==> config.mk <==
export PLATFORM = sky130hd
export DESIGN_NAME = periodic_timer_table
export DESIGN_NICKNAME = d
export VERILOG_FILES = /design/src/rtl/core/ptt_pkg.sv /design/src/rtl/core/ptt_alu.sv /design/src/rtl/core/ptt_table.sv /design/src/rtl/core/periodic_timer_table.sv
export SDC_FILE = /design/constraint.sdc
export NUM_CORES = 2
export LEC_CHECK = 0
export BUFFER_PORTS_ARGS = -buffer_cell sky130_fd_sc_hd__buf_2
export CORE_ASPECT_RATIO = 1.5
export CORE_MARGIN = 2
export CORE_UTILIZATION = 40
export CTS_CLUSTER_DIAMETER = 120
export DETAILED_ROUTE_END_ITERATION = 16
export RECOVER_POWER = 25
export SYNTH_ARGS = -nofsm -noshare
export SYNTH_HDL_FRONTEND = slang
export SYNTH_HIERARCHICAL = 1
export SYNTH_SLANG_ARGS = --single-unit
==> constraint.sdc <==
create_clock -name i_clk -period 36.4 [get_ports i_clk]
set_input_delay 0 -clock i_clk [delete_from_list [all_inputs] [get_ports i_clk]]
set_output_delay 0 -clock i_clk [all_outputs]
set_load 0.02 [all_outputs]
==> src/rtl/core/ptt_pkg.sv <==
// Shared types, constants and helpers for the periodic timer table.
// No dependencies; every other file in rtl/core imports this package.
`timescale 1ns / 1ps
package ptt_pkg;

    localparam int MAX_TASKS = 16;
    localparam int IDX_W     = $clog2(MAX_TASKS);
    localparam int CNT_W     = $clog2(MAX_TASKS + 1);
    localparam int NOW_W     = 48;
    localparam int DUE_W     = 49;
    localparam int PER_W     = 32;
    localparam int ID_W      = 16;
    localparam int RUN_W     = 16;

    localparam logic [2:0] CMD_TICK   = 3'd0;
    localparam logic [2:0] CMD_SCHED  = 3'd1;
    localparam logic [2:0] CMD_RSET   = 3'd2;
    localparam logic [2:0] CMD_RADD   = 3'd3;
    localparam logic [2:0] CMD_RESET  = 3'd4;
    localparam logic [2:0] CMD_CANCEL = 3'd5;
    localparam logic [2:0] CMD_QUERY  = 3'd6;

    localparam logic [2:0] ST_OK        = 3'd0;
    localparam logic [2:0] ST_ZERO_RUNS = 3'd1;
    localparam logic [2:0] ST_NOT_FOUND = 3'd2;
    localparam logic [2:0] ST_FULL      = 3'd3;
    localparam logic [2:0] ST_NEG_PER   = 3'd4;

    localparam logic KIND_STATUS = 1'b0;
    localparam logic KIND_FIRE   = 1'b1;

    typedef struct packed {
        logic [2:0]               command;
        logic [ID_W-1:0]          task_id;
        logic signed [PER_W-1:0]  period_ms;
        logic signed [RUN_W-1:0]  run_count;
    } t_item;

    typedef struct packed {
        logic            result_kind;
        logic [ID_W-1:0] result_id;
        logic [2:0]      status;
        logic            is_scheduled;
        logic            last;
    } t_result;

    typedef struct packed {
        logic [ID_W-1:0]          ident;
        logic signed [PER_W-1:0]  period;
        logic signed [PER_W-1:0]  order_period;
        logic signed [DUE_W-1:0]  due;
        logic signed [RUN_W-1:0]  runs;
    } t_entry;

    function automatic t_result mk_res(input logic kind, input logic [ID_W-1:0] id,
                                       input logic [2:0] st, input logic sched,
                                       input logic last);
        t_result r;
        r.result_kind  = kind;
        r.result_id    = id;
        r.status       = st;
        r.is_scheduled = sched;
        r.last         = last;
        return r;
    endfunction

    function automatic logic signed [DUE_W-1:0] sext_per(input logic signed [PER_W-1:0] p);
        return {{(DUE_W-PER_W){p[PER_W-1]}}, p};
    endfunction

endpackage

==> src/rtl/core/ptt_alu.sv <==
// Shared due-time adder with saturation to the signed due range.
// Depends on ptt_pkg.
`timescale 1ns / 1ps
module ptt_alu
    import ptt_pkg::*;
(
    input  logic signed [DUE_W-1:0] i_a,
    input  logic signed [DUE_W-1:0] i_b,
    output logic signed [DUE_W:0]   o_sum,
    output logic signed [DUE_W-1:0] o_sat
);
    assign o_sum = {i_a[DUE_W-1], i_a} + {i_b[DUE_W-1], i_b};

    // Overflow shows as a disagreement of the two top bits.
    always_comb begin
        if (o_sum[DUE_W] != o_sum[DUE_W-1]) begin
            o_sat = o_sum[DUE_W] ? {1'b1, {(DUE_W-1){1'b0}}} : {1'b0, {(DUE_W-1){1'b1}}};
        end else begin
            o_sat = o_sum[DUE_W-1:0];
        end
    end
endmodule

==> src/rtl/core/ptt_table.sv <==
// Timer entry store: valid flags cleared at reset, payload written on demand.
// One read port, one full write port and one valid-clear port. Depends on ptt_pkg.
`timescale 1ns / 1ps
module ptt_table
    import ptt_pkg::*;
(
    input  logic             i_clk,
    input  logic             i_rst_n,
    input  logic [IDX_W-1:0] i_rd_idx,
    output logic             o_rd_vld,
    output t_entry           o_rd_entry,
    input  logic             i_wr_en,
    input  logic [IDX_W-1:0] i_wr_idx,
    input  t_entry           i_wr_entry,
    input  logic             i_clr_en,
    input  logic [IDX_W-1:0] i_clr_idx
);
    logic   r_vld [MAX_TASKS];
    t_entry r_ent [MAX_TASKS];

    always_ff @(posedge i_clk) begin
        if (!i_rst_n) begin
            for (int i = 0; i < MAX_TASKS; i++) begin
                r_vld[i] <= 1'b0;
            end
        end else begin
            if (i_clr_en) begin
                r_vld[i_clr_idx] <= 1'b0;
            end
            if (i_wr_en) begin
                r_vld[i_wr_idx] <= 1'b1;
            end
        end
    end

    always_ff @(posedge i_clk) begin
        if (i_wr_en) begin
            r_ent[i_wr_idx] <= i_wr_entry;
        end
    end

    assign o_rd_vld   = r_vld[i_rd_idx];
    assign o_rd_entry = r_ent[i_rd_idx];
endmodule

==> src/rtl/core/periodic_timer_table.sv <==
// Top level of the periodic timer table: command sequencer, time base and result register.
// Depends on ptt_pkg, ptt_alu and ptt_table.
`timescale 1ns / 1ps
//
// Channel   Direction  Handshake                  Payload
// command   in         start high, busy low       i_item  (t_item)
// result    out        o_res_valid, one cycle     o_res   (t_result)
//
// Every command walks the table one entry per cycle through a single read port.
// Schedule, reschedule, reset, cancel and query take one search pass (a request
// with zero runs is refused at once); a query, a missing id or a full table
// answers at the end of that pass, the others go on to the update or insert states.
// A schedule first shifts the entries behind its slot, and a cancel adds a
// compaction pass. A tick makes a pass to mark due entries, then a firing step
// and a search pass per firing plus a final search, then a compaction pass.
// Reset is synchronous; it clears the time base and all valid flags and sets the
// id counter to one. The receiver cannot stall: each result beat is shown for
// exactly one cycle, and busy stays high until the command is fully handled.
module periodic_timer_table
    import ptt_pkg::*;
(
    input  logic    i_clk,
    input  logic    i_rst_n,
    input  logic    start,
    output logic    busy,
    input  t_item   i_item,
    output logic    o_res_valid,
    output t_result o_res
);
    typedef enum logic [8:0] {
        S_IDLE    = 9'b000000001,
        S_ELIG    = 9'b000000010,
        S_SCAN    = 9'b000000100,
        S_FIRE    = 9'b000001000,
        S_FIND    = 9'b000010000,
        S_SHIFT   = 9'b000100000,
        S_INS     = 9'b001000000,
        S_UPD     = 9'b010000000,
        S_UPD2    = 9'b100000000
    } t_state;

    // Compaction reuses the search walk; a flag tells it apart.
    t_state                  r_state, n_state;
    logic                    r_cmp, n_cmp;
    t_item                   r_item, n_item;
    logic [NOW_W-1:0]        r_now, n_now;
    logic [ID_W-1:0]         r_idc, n_idc;
    logic [IDX_W-1:0]        r_ptr, n_ptr;
    logic [IDX_W-1:0]        r_best, n_best;
    logic                    r_found, n_found;
    logic signed [DUE_W-1:0] r_best_due, n_best_due;
    logic [MAX_TASKS-1:0]    r_elig, n_elig;
    logic                    r_pend_vld, n_pend_vld;
    logic [ID_W-1:0]         r_pend_id, n_pend_id;
    logic                    r_pend_stay, n_pend_stay;
    logic [CNT_W-1:0]        r_cnt, n_cnt;
    logic [CNT_W-1:0]        r_pos, n_pos;
    logic                    r_posdone, n_posdone;
    logic                    r_hit, n_hit;
    logic [IDX_W-1:0]        r_hit_idx, n_hit_idx;
    logic [CNT_W-1:0]        r_j, n_j;
    logic [IDX_W-1:0]        r_w, n_w;
    logic signed [PER_W-1:0] r_np, n_np;
    logic                    r_out_vld, n_out_vld;
    t_result                 r_out, n_out;

    logic [IDX_W-1:0]        rd_idx;
    logic                    rd_vld;
    t_entry                  rd_ent;
    logic                    wr_en;
    logic [IDX_W-1:0]        wr_idx;
    t_entry                  wr_ent;
    logic                    clr_en;
    logic [IDX_W-1:0]        clr_idx;
    logic signed [DUE_W-1:0] alu_a, alu_b;
    logic signed [DUE_W:0]   alu_sum;
    logic signed [DUE_W-1:0] alu_sat;

    logic signed [DUE_W-1:0] now_s;
    logic                    walk_end;
    logic                    cand;
    logic signed [RUN_W-1:0] runs_new;
    logic [CNT_W-1:0]        j_m1;

    ptt_table u_table (
        .i_clk      (i_clk),
        .i_rst_n    (i_rst_n),
        .i_rd_idx   (rd_idx),
        .o_rd_vld   (rd_vld),
        .o_rd_entry (rd_ent),
        .i_wr_en    (wr_en),
        .i_wr_idx   (wr_idx),
        .i_wr_entry (wr_ent),
        .i_clr_en   (clr_en),
        .i_clr_idx  (clr_idx)
    );

    ptt_alu u_alu (
        .i_a   (alu_a),
        .i_b   (alu_b),
        .o_sum (alu_sum),
        .o_sat (alu_sat)
    );

    assign now_s    = $signed({1'b0, r_now});
    assign walk_end = (r_ptr == IDX_W'(MAX_TASKS - 1));
    assign j_m1     = r_j - CNT_W'(1);

    always_comb begin
        n_state     = r_state;
        n_cmp       = r_cmp;
        n_item      = r_item;
        n_now       = r_now;
        n_idc       = r_idc;
        n_ptr       = r_ptr;
        n_best      = r_best;
        n_found     = r_found;
        n_best_due  = r_best_due;
        n_elig      = r_elig;
        n_pend_vld  = r_pend_vld;
        n_pend_id   = r_pend_id;
        n_pend_stay = r_pend_stay;
        n_cnt       = r_cnt;
        n_pos       = r_pos;
        n_posdone   = r_posdone;
        n_hit       = r_hit;
        n_hit_idx   = r_hit_idx;
        n_j         = r_j;
        n_w         = r_w;
        n_np        = r_np;
        n_out_vld   = 1'b0;
        n_out       = r_out;
        rd_idx      = r_ptr;
        wr_en       = 1'b0;
        wr_idx      = r_ptr;
        wr_ent      = rd_ent;
        clr_en      = 1'b0;
        clr_idx     = r_ptr;
        alu_a       = rd_ent.due;
        alu_b       = sext_per(rd_ent.period);
        cand        = 1'b0;
        runs_new    = rd_ent.runs;

        unique case (r_state)
            S_IDLE: begin
                if (start) begin
                    n_item    = i_item;
                    n_ptr     = '0;
                    n_cnt     = '0;
                    n_pos     = '0;
                    n_posdone = 1'b0;
                    n_hit     = 1'b0;
                    n_cmp     = 1'b0;
                    unique case (i_item.command) inside
                        CMD_TICK: begin
                            n_now   = r_now + NOW_W'(1);
                            n_state = S_ELIG;
                        end
                        CMD_SCHED: begin
                            if (i_item.run_count == '0) begin
                                n_out_vld = 1'b1;
                                n_out = mk_res(KIND_STATUS, '0, ST_ZERO_RUNS, 1'b0, 1'b1);
                            end else begin
                                n_state = S_FIND;
                            end
                        end
                        CMD_RSET, CMD_RADD: begin
                            if (i_item.run_count == '0) begin
                                n_out_vld = 1'b1;
                                n_out = mk_res(KIND_STATUS, i_item.task_id, ST_ZERO_RUNS,
                                               1'b0, 1'b1);
                            end else begin
                                n_state = S_FIND;
                            end
                        end
                        CMD_RESET, CMD_CANCEL, CMD_QUERY: begin
                            n_state = S_FIND;
                        end
                        default: begin
                        end
                    endcase
                end
            end

            // Mark the entries that are due at the new time.
            S_ELIG: begin
                n_elig[r_ptr] = rd_vld && (rd_ent.due <= now_s);
                n_ptr = r_ptr + IDX_W'(1);
                if (walk_end) begin
                    n_found = 1'b0;
                    n_state = S_SCAN;
                end
            end

            // Find the earliest due eligible entry; the first in list order wins ties.
            S_SCAN: begin
                cand = r_elig[r_ptr] && (!r_found || (rd_ent.due < r_best_due));
                if (cand) begin
                    n_found    = 1'b1;
                    n_best     = r_ptr;
                    n_best_due = rd_ent.due;
                end
                n_ptr = r_ptr + IDX_W'(1);
                if (walk_end) begin
                    if (r_found || cand) begin
                        n_state = S_FIRE;
                    end else begin
                        if (r_pend_vld) begin
                            n_out_vld = 1'b1;
                            n_out = mk_res(KIND_FIRE, r_pend_id, ST_OK, r_pend_stay, 1'b1);
                        end
                        n_pend_vld = 1'b0;
                        n_w        = '0;
                        n_cmp      = 1'b1;
                        n_state    = S_FIND;
                    end
                end
            end

            // Fire one entry. Its beat is held back one round so that the
            // final firing can carry the last mark.
            S_FIRE: begin
                rd_idx = r_best;
                wr_idx = r_best;
                clr_idx = r_best;
                alu_a = rd_ent.due;
                alu_b = sext_per(rd_ent.period);
                runs_new = (rd_ent.runs > 0) ? rd_ent.runs - RUN_W'(1) : rd_ent.runs;
                wr_ent.runs = runs_new;
                wr_ent.due  = alu_sat;
                if (runs_new != '0) begin
                    wr_en = 1'b1;
                end else begin
                    clr_en = 1'b1;
                end
                n_elig[r_best] = 1'b0;
                if (r_pend_vld) begin
                    n_out_vld = 1'b1;
                    n_out = mk_res(KIND_FIRE, r_pend_id, ST_OK, r_pend_stay, 1'b0);
                end
                n_pend_vld  = 1'b1;
                n_pend_id   = rd_ent.ident;
                n_pend_stay = (runs_new != '0);
                n_ptr   = '0;
                n_found = 1'b0;
                n_state = S_SCAN;
            end

            // Search walk: id lookup, fill count and insertion point, or,
            // with the compaction flag set, squeeze out removed entries.
            S_FIND: begin
                n_ptr = r_ptr + IDX_W'(1);
                if (r_cmp) begin
                    if (rd_vld) begin
                        if (r_w != r_ptr) begin
                            wr_en   = 1'b1;
                            wr_idx  = r_w;
                            clr_en  = 1'b1;
                            clr_idx = r_ptr;
                        end
                        n_w = r_w + IDX_W'(1);
                    end
                    if (walk_end) begin
                        n_cmp   = 1'b0;
                        n_state = S_IDLE;
                    end
                end else begin
                    if (rd_vld) begin
                        n_cnt = r_cnt + CNT_W'(1);
                        if (!r_posdone) begin
                            if (rd_ent.order_period < r_item.period_ms) begin
                                n_pos = CNT_W'(r_ptr) + CNT_W'(1);
                            end else begin
                                n_posdone = 1'b1;
                            end
                        end
                        if (!r_hit && (rd_ent.ident == r_item.task_id)) begin
                            n_hit     = 1'b1;
                            n_hit_idx = r_ptr;
                        end
                    end
                    if (walk_end) begin
                        if (r_item.command == CMD_SCHED) begin
                            if (n_cnt == CNT_W'(MAX_TASKS)) begin
                                n_out_vld = 1'b1;
                                n_out = mk_res(KIND_STATUS, '0, ST_FULL, 1'b0, 1'b1);
                                n_state = S_IDLE;
                            end else begin
                                n_j = n_cnt;
                                n_state = (n_cnt > n_pos) ? S_SHIFT : S_INS;
                            end
                        end else if (r_item.command == CMD_QUERY) begin
                            n_out_vld = 1'b1;
                            n_out = mk_res(KIND_STATUS, r_item.task_id, ST_OK, n_hit, 1'b1);
                            n_state = S_IDLE;
                        end else if (!n_hit) begin
                            n_out_vld = 1'b1;
                            n_out = mk_res(KIND_STATUS, r_item.task_id, ST_NOT_FOUND,
                                           1'b0, 1'b1);
                            n_state = S_IDLE;
                        end else begin
                            n_state = S_UPD;
                        end
                    end
                end
            end

            // Open a slot at the insertion point, one entry per cycle from the end.
            S_SHIFT: begin
                rd_idx = j_m1[IDX_W-1:0];
                wr_en  = 1'b1;
                wr_idx = r_j[IDX_W-1:0];
                n_j    = j_m1;
                if (j_m1 == r_pos) begin
                    n_state = S_INS;
                end
            end

            S_INS: begin
                alu_a = now_s;
                alu_b = sext_per(r_item.period_ms);
                wr_en = 1'b1;
                wr_idx = r_pos[IDX_W-1:0];
                wr_ent.ident        = r_idc;
                wr_ent.period       = r_item.period_ms;
                wr_ent.order_period = r_item.period_ms;
                wr_ent.due          = alu_sat;
                wr_ent.runs         = r_item.run_count;
                n_out_vld = 1'b1;
                n_out = mk_res(KIND_STATUS, r_idc, ST_OK, 1'b0, 1'b1);
                n_idc = r_idc + ID_W'(1);
                n_state = S_IDLE;
            end

            S_UPD: begin
                rd_idx  = r_hit_idx;
                wr_idx  = r_hit_idx;
                clr_idx = r_hit_idx;
                n_state = S_IDLE;
                n_out_vld = 1'b1;
                n_out = mk_res(KIND_STATUS, r_item.task_id, ST_OK, 1'b0, 1'b1);
                unique case (r_item.command)
                    CMD_RSET: begin
                        alu_a = now_s;
                        alu_b = sext_per(r_item.period_ms);
                        if (r_item.period_ms < 0) begin
                            n_out.status = ST_NEG_PER;
                        end else begin
                            wr_en = 1'b1;
                            wr_ent.period = r_item.period_ms;
                            wr_ent.runs   = r_item.run_count;
                            wr_ent.due    = alu_sat;
                        end
                    end
                    CMD_RADD: begin
                        // New period first; the due time moves in the next cycle.
                        alu_a = sext_per(rd_ent.period);
                        alu_b = sext_per(r_item.period_ms);
                        if (alu_sum[DUE_W]) begin
                            n_out.status = ST_NEG_PER;
                        end else begin
                            n_out_vld = 1'b0;
                            n_np = (alu_sum[DUE_W-1:PER_W-1] != '0)
                                 ? {1'b0, {(PER_W-1){1'b1}}} : alu_sum[PER_W-1:0];
                            n_state = S_UPD2;
                        end
                    end
                    CMD_RESET: begin
                        alu_a = now_s;
                        alu_b = sext_per(rd_ent.period);
                        wr_en = 1'b1;
                        wr_ent.due = alu_sat;
                    end
                    default: begin
                        // Cancel: drop the entry and close the gap.
                        clr_en  = 1'b1;
                        n_ptr   = '0;
                        n_w     = '0;
                        n_cmp   = 1'b1;
                        n_state = S_FIND;
                    end
                endcase
            end

            S_UPD2: begin
                rd_idx = r_hit_idx;
                wr_idx = r_hit_idx;
                alu_a  = rd_ent.due;
                alu_b  = sext_per(r_item.period_ms);
                wr_en  = 1'b1;
                wr_ent.period = r_np;
                wr_ent.due    = alu_sat;
                wr_ent.runs   = r_item.run_count;
                n_out_vld = 1'b1;
                n_out = mk_res(KIND_STATUS, r_item.task_id, ST_OK, 1'b0, 1'b1);
                n_state = S_IDLE;
            end

            default: begin
                n_state = S_IDLE;
            end
        endcase
    end

    always_ff @(posedge i_clk) begin
        if (!i_rst_n) begin
            r_state    <= S_IDLE;
            r_cmp      <= 1'b0;
            r_now      <= '0;
            r_idc      <= ID_W'(1);
            r_elig     <= '0;
            r_pend_vld <= 1'b0;
            r_out_vld  <= 1'b0;
        end else begin
            r_state    <= n_state;
            r_cmp      <= n_cmp;
            r_now      <= n_now;
            r_idc      <= n_idc;
            r_elig     <= n_elig;
            r_pend_vld <= n_pend_vld;
            r_out_vld  <= n_out_vld;
        end
    end

    always_ff @(posedge i_clk) begin
        r_item      <= n_item;
        r_ptr       <= n_ptr;
        r_best      <= n_best;
        r_found     <= n_found;
        r_best_due  <= n_best_due;
        r_pend_id   <= n_pend_id;
        r_pend_stay <= n_pend_stay;
        r_cnt       <= n_cnt;
        r_pos       <= n_pos;
        r_posdone   <= n_posdone;
        r_hit       <= n_hit;
        r_hit_idx   <= n_hit_idx;
        r_j         <= n_j;
        r_w         <= n_w;
        r_np        <= n_np;
        r_out       <= n_out;
    end

    assign busy        = (r_state != S_IDLE);
    assign o_res_valid = r_out_vld;
    assign o_res       = r_out;
endmodule

==> Yosys cells after proc, flatten, opt, wreduce, memory -nomap -nowiden <==
Memories as Yosys holds them, arrays and structs flattened.
Index checks and enable logic that the tools add are counted.
{ "op_classes": {"bitwise_logic": 4, "reduce_logical": 49, "n_div": 0, "mux": 155, "magnitude_cmp": 10, "mul": 0, "n_addsub": 9, "shift": 0, "eq_ne": 49} }
{ "ops": {"columns": ["operator", "n"], "rows": [
  ["$pmux 49 s2", 4],
  ["$mux 22", 13],
  ["$pmux 65 s3", 1],
  ["$pmux 22 s7", 1],
  ["$mux 49", 3],
  ["$mux 32", 3],
  ["$pmux 32 s3", 1],
  ["$mux 9", 10],
  ["$mux 5", 16],
  ["$mux 65", 1],
  ["$pmux 9 s7", 1],
  ["$mux 1", 55],
  ["$add 49x49->50", 1],
  ["$le 49x49->1", 1],
  ["$lt 49x49->1", 1],
  ["$add 48x1->48 const B", 1],
  ["$mux 16", 3],
  ["$mux 4", 11],
  ["$pmux 22 s2", 1],
  ["$lt 32x1->1 const B", 1],
  ["$lt 32x32->1", 1],
  ["$pmux 16 s2", 1],
  ["$ne 2x2->1 const B", 15],
  ["$pmux 5 s2", 3],
  ["74 further kinds", 127]
]} }
{ "totals": {"memories": 2, "inputBits": 70, "mem_bits_rw": 2336, "word_cells": 308, "latch_bits": 0, "register_bits": 313, "rom_bits": 0, "output_inout_bits": 24} }
{ "mem_list": {"columns": ["name", "words", "word_bits", "read_ports", "rd_ports_with_merged_regs", "write_ports", "line", "text"], "rows": [
  ["u_table.r_ent", 16, 145, 1, 0, 1, "ptt_table.sv:19", "t_entry r_ent [MAX_TASKS];"],
  ["u_table.r_vld", 16, 1, 1, 0, 16, "ptt_table.sv:18", "logic r_vld [MAX_TASKS];"]
]} }

==> Logic depth before layout (Yosys ltp) <==
An unclocked memory read counts as a cell.
{ "depth": {"depth_word": 17, "ltp_mapped": 38, "mapped_depth_nobuf": 30} }

==> Modules after synthesis <==
Netlist, hierarchy kept.
{ "by_module_without_submodules": {"columns": ["module", "instances", "seq_area_each_um2", "area_per_inst_um2", "cells_per_inst"], "rows": [
  ["ptt_table", 1, 69987.1, 87749.2, 3750],
  ["periodic_timer_table", 1, 8478.1, 20754.9, 2336],
  ["ptt_alu", 1, 0.0, 3562.2, 505]
]} }

==> Least setup slack after synthesis <==
No wires, ideal clock.
{ "synth_path": {"path_kind": "register to register", "from": "reg r_state[6]", "to": "mem u_table.r_vld[12]", "n_path_buf": 7, "t_arrival_ns": 16.181, "setup_slack_ns": 20.116, "setup_time_ns": 0.103, "t_required_ns": 36.297, "period_less_slack_ns": 16.284, "stages_incl_launch_ff": 27, "cell_sequence": "dfxtp_1 -> buf_6 -> or3_4 -> or2_1 -> or3_4 -> inv_2 -> buf_2 -> buf_2 -> a22oi_1 -> a21oi_1 -> buf_2 -> buf_1 -> nor2_1 -> clkbuf_1 -> a22oi_1 -> nand2_1 -> or3_1 -> or4_1 -> buf_2 -> nor2_2 -> a31oi_1 -> mux2i_1 -> nor4b_2 -> o21ai_1 -> nand3_1 -> nor3_1 -> o21a_1"} }
{ "synth_rtl": {"columns": ["item", "line", "text"], "rows": [
  ["from (decl)", "periodic_timer_table.sv:43", "t_state r_state, n_state;"],
  ["from (signal assigned)", "periodic_timer_table.sv:415", "r_state <= n_state;"],
  ["to (decl)", "ptt_table.sv:18", null]
]} }

==> results.py <==
metrics = {
    "setup_path": {
        "crit_path_max_incr_delay_ns": 5.69,
        "crit_path_start_kind": "register",
        "worstPathMaxFanout": 107,
        "worstPathRequired_ns": 36.85,
        "path_class": "register to register",
        "crit_path_top_delay_cell": "clkbuf_1",
        "crit_path_end_kind": "register",
        "worstPathArrival_ns": 24.06,
    },
    "layout": {
        "final_common_cell": "edfxtp_1",
        "fin_nets": 7178,
        "drive_above_1_share": 0.184,
        "area_delta_synth_final_pct": 13.1,
        "layout_common_cells": "edfxtp_1 (2541), nand2_1 (551), mux4_2 (526)",
        "fillers": 24174,
        "stdcell_count": 10826,
    },
    "synthesis": {
        "ys.flop_type": "edfxtp_1",
        "ys_types": 103,
        "yosys_warnings": 6,
        "synth_top_cell_area_share": 0.681,
        "synth_edf_count": 2541,
        "synth_area_leaders": "edfxtp_1 (68%), mux4_2 (11%), ha_1 (2.1%)",
        "yosysTopAreaCell": "edfxtp_1",
        "ys_seq_elements": 2649,
        "syn_area_um2": 112000,
        "synthCells": 6591,
        "async_flop_share": 0,
        "synth.avg_cell_area_um2": 17.0,
        "syn_nets": 6853,
        "yosysSeqAreaShare": 0.700,
    },
    "cts": {
        "ctsHoldBuffers": 136,
        "cts_setup_buffers": 0,
        "clockBufferDepth": 4,
        "cts_buffers": 268,
        "cts_htree_levels": 5,
        "clkSinkCount": 2649,
        "clock_latency_ns": 0.87,
        "cts_root_buf": "clkbuf_16",
        "cts_tree": "done",
        "ctsResizeCount": 0,
        "clk_pin_slew_worst_paths_ns": 0.06,
    },
    "detailed_routing": {
        "vias_per_cell": 5.94,
        "drtIter0Drc": 6940,
        "wl_per_cell_um": 30.0,
        "drt-pass1-iter-count": 10,
        "drc": 0,
        "wl_um": 324000,
        "wl_met3_um": 20200,
        "vias": 64274,
        "final_antenna_net_count": 0,
        "highest-signal-layer": "met4",
        "wl_met2_um": 166000,
        "m1WireLength_um": 125000,
    },
    "placed_design": {
        "gp_congestion": 0.942,
        "dp_cells": 10230,
        "port_buffers": 93,
        "pre_cts_ws_ns": 24.34,
        "dpl.hpwl_um": 190000,
    },
    "timing": {
        "period_minus_slack_ns": 23.61,
        "tns_ns": 0,
        "slew_headroom": -4.27,
        "rsz0062_at_grt": "no",
        "fmax_mhz": 42.4,
        "slew_viol_final": 488,
        "tightest_slew_ns": 7.91,
        "hold_viol": 0,
        "skew_ns": 0.0492,
        "period_share": 0.649,
        "setup_violations": 0,
        "setup_ws_ns": 12.79,
    },
    "die": {
        "dieArea_um2": 285000,
        "die_y_um": 652,
        "coreArea_um2": 279000,
        "ios": 94,
        "start_util": 0.401,
        "die_w_um": 436,
        "std_cell_rows": 238,
    },
    "global_route": {
        "grt_max_degree": 136,
        "grt_pass1_vias": 65594,
        "antenna_found_initial": 3,
        "grt_usage": 0.224,
        "grt_overflow": 0,
        "grt_first_pass_wirelength_um": 466000,
    },
    "status": {
        "status": "finished with violations",
        "violations": "capacitance limit, slew limit",
    },
    "pwr": {
        "p_leak_uw": 0.0411,
        "vdd_drop_max_mv": 0.189,
        "total_power_uw": 12600,
        "p_per_area_nw_per_um2": 99.2,
    },
    "run": {
        "maxCapViolCount": 16,
    },
    "min_path": {
        "worstHoldPathType": "input port to register",
    },
}
per-stage QoR:
stage | cell area [µm²] | utilization | hold slack [ns]
final | 127000 | 0.454 | 0.0913
after global routing | 127000 | 0.454 | 0.112
after CTS | 127000 | 0.455 | 0.0377
after detailed placement | 117000 | 0.420 | 0.178
after global placement | 117000 | 0.420 | 0.180
after floorplan | 112000 | - | 0.0989
layout make-up:
type                       count  area [µm²]  share of cell area
antenna                        2        5.00           0.0000395
clock inverter               140        1300              0.0103
timing repair buffer         421        3160              0.0250
multi-input combinational   3341       31200               0.246
tap                         3720        4650              0.0367
inverter                     235         906             0.00715
sequential                  2649       78500               0.619
clock buffer                 318        7070              0.0558
report_power, final:
group	switching, µW	internal (µW)	total, µW
Clock	1170	1530	2700
Sequential	47.4	4270	4310
Combinational	3730	1840	5560
logic make-up after synthesis:
family	share of synthesized area
compound gates	0.0674
simple gates	0.0533
buf+inv	0.0234
xor+xnor	0.0105
flops	0.700
fa+ha+maj	0.0241
other cells	0.0000335
mux	0.121
critical path: cells and delay by family, from the launching register on:
family / cells / cell delay [ns]
AOI/OAI and AO/OA: 6 / 1.85
and+or+nand+nor: 12 / 5.77
muxes: 1 / 0.29
DFF: 1 / 0.41
buffers and inverters: 9 / 14.32
Yosys cell counts (15+ instances only):
| cell type | count |
|---|---|
| edfxtp_1 | 2541 |
| nand2_1 | 553 |
| mux4_2 | 526 |
| a22oi_1 | 263 |
| inv_1 | 232 |
| clkbuf_1 | 210 |
| ha_1 | 191 |
| o21ai_0 | 187 |
| a21oi_1 | 180 |
| nor2_1 | 149 |
| mux2_2 | 132 |
| nand3_1 | 114 |
| dfxtp_1 | 108 |
| xnor2_1 | 90 |
| a222oi_1 | 83 |
| buf_2 | 76 |
| and2_1 | 65 |
| nand2b_1 | 58 |
| nand4_1 | 55 |
| nor3_1 | 52 |
| a21o_1 | 47 |
| xor2_1 | 43 |
| o22ai_1 | 39 |
| o21a_1 | 37 |
| buf_1 | 34 |
| o221ai_1 | 34 |
| o21ai_1 | 31 |
| nor2b_1 | 28 |
| a221o_1 | 27 |
| buf_6 | 27 |
| nor4_1 | 26 |
| and3_1 | 22 |
| mux2i_1 | 22 |
| or3_1 | 21 |
| buf_4 | 19 |
| maj3_1 | 18 |
| and4_1 | 16 |
| a31oi_1 | 15 |
| a41oi_1 | 15 |
registers in the layout, indices dropped and copies added (netlist names), 9 cells and up:
name           cells
o_res             22
r_item            67
r_best_due        49
r_state            9
u_table/r_ent   2320
r_pend_id         16
r_idc             16
u_table/r_vld     16
r_elig            16
r_now             48
r_np              32
path summary, 6_finish.rpt:
| check | from | endpoint | slack (ns) | depth (start not counted) |
|---|---|---|---|---|
| setup / recovery | r_state[6] | u_table/r_ent[12][80] | 12.79 | 28 |
| hold / removal | i_item[57] | o_res[14] | 0.09 | 4 |
| setup reg to reg | r_state[6] | u_table/r_ent[12][80] | 12.79 | 28 |
| hold reg to reg | r_now[44] | r_now[44] | 0.50 | 2 |
routing by layer:
layer	global-route usage	vias up
met2	0.393	2558
met4	0.0865	0
met3	0.0296	626
met5	0	-
met1	0.280	33989
li1	-	27101
Note: power is estimated with default switching activity, not from simulation.
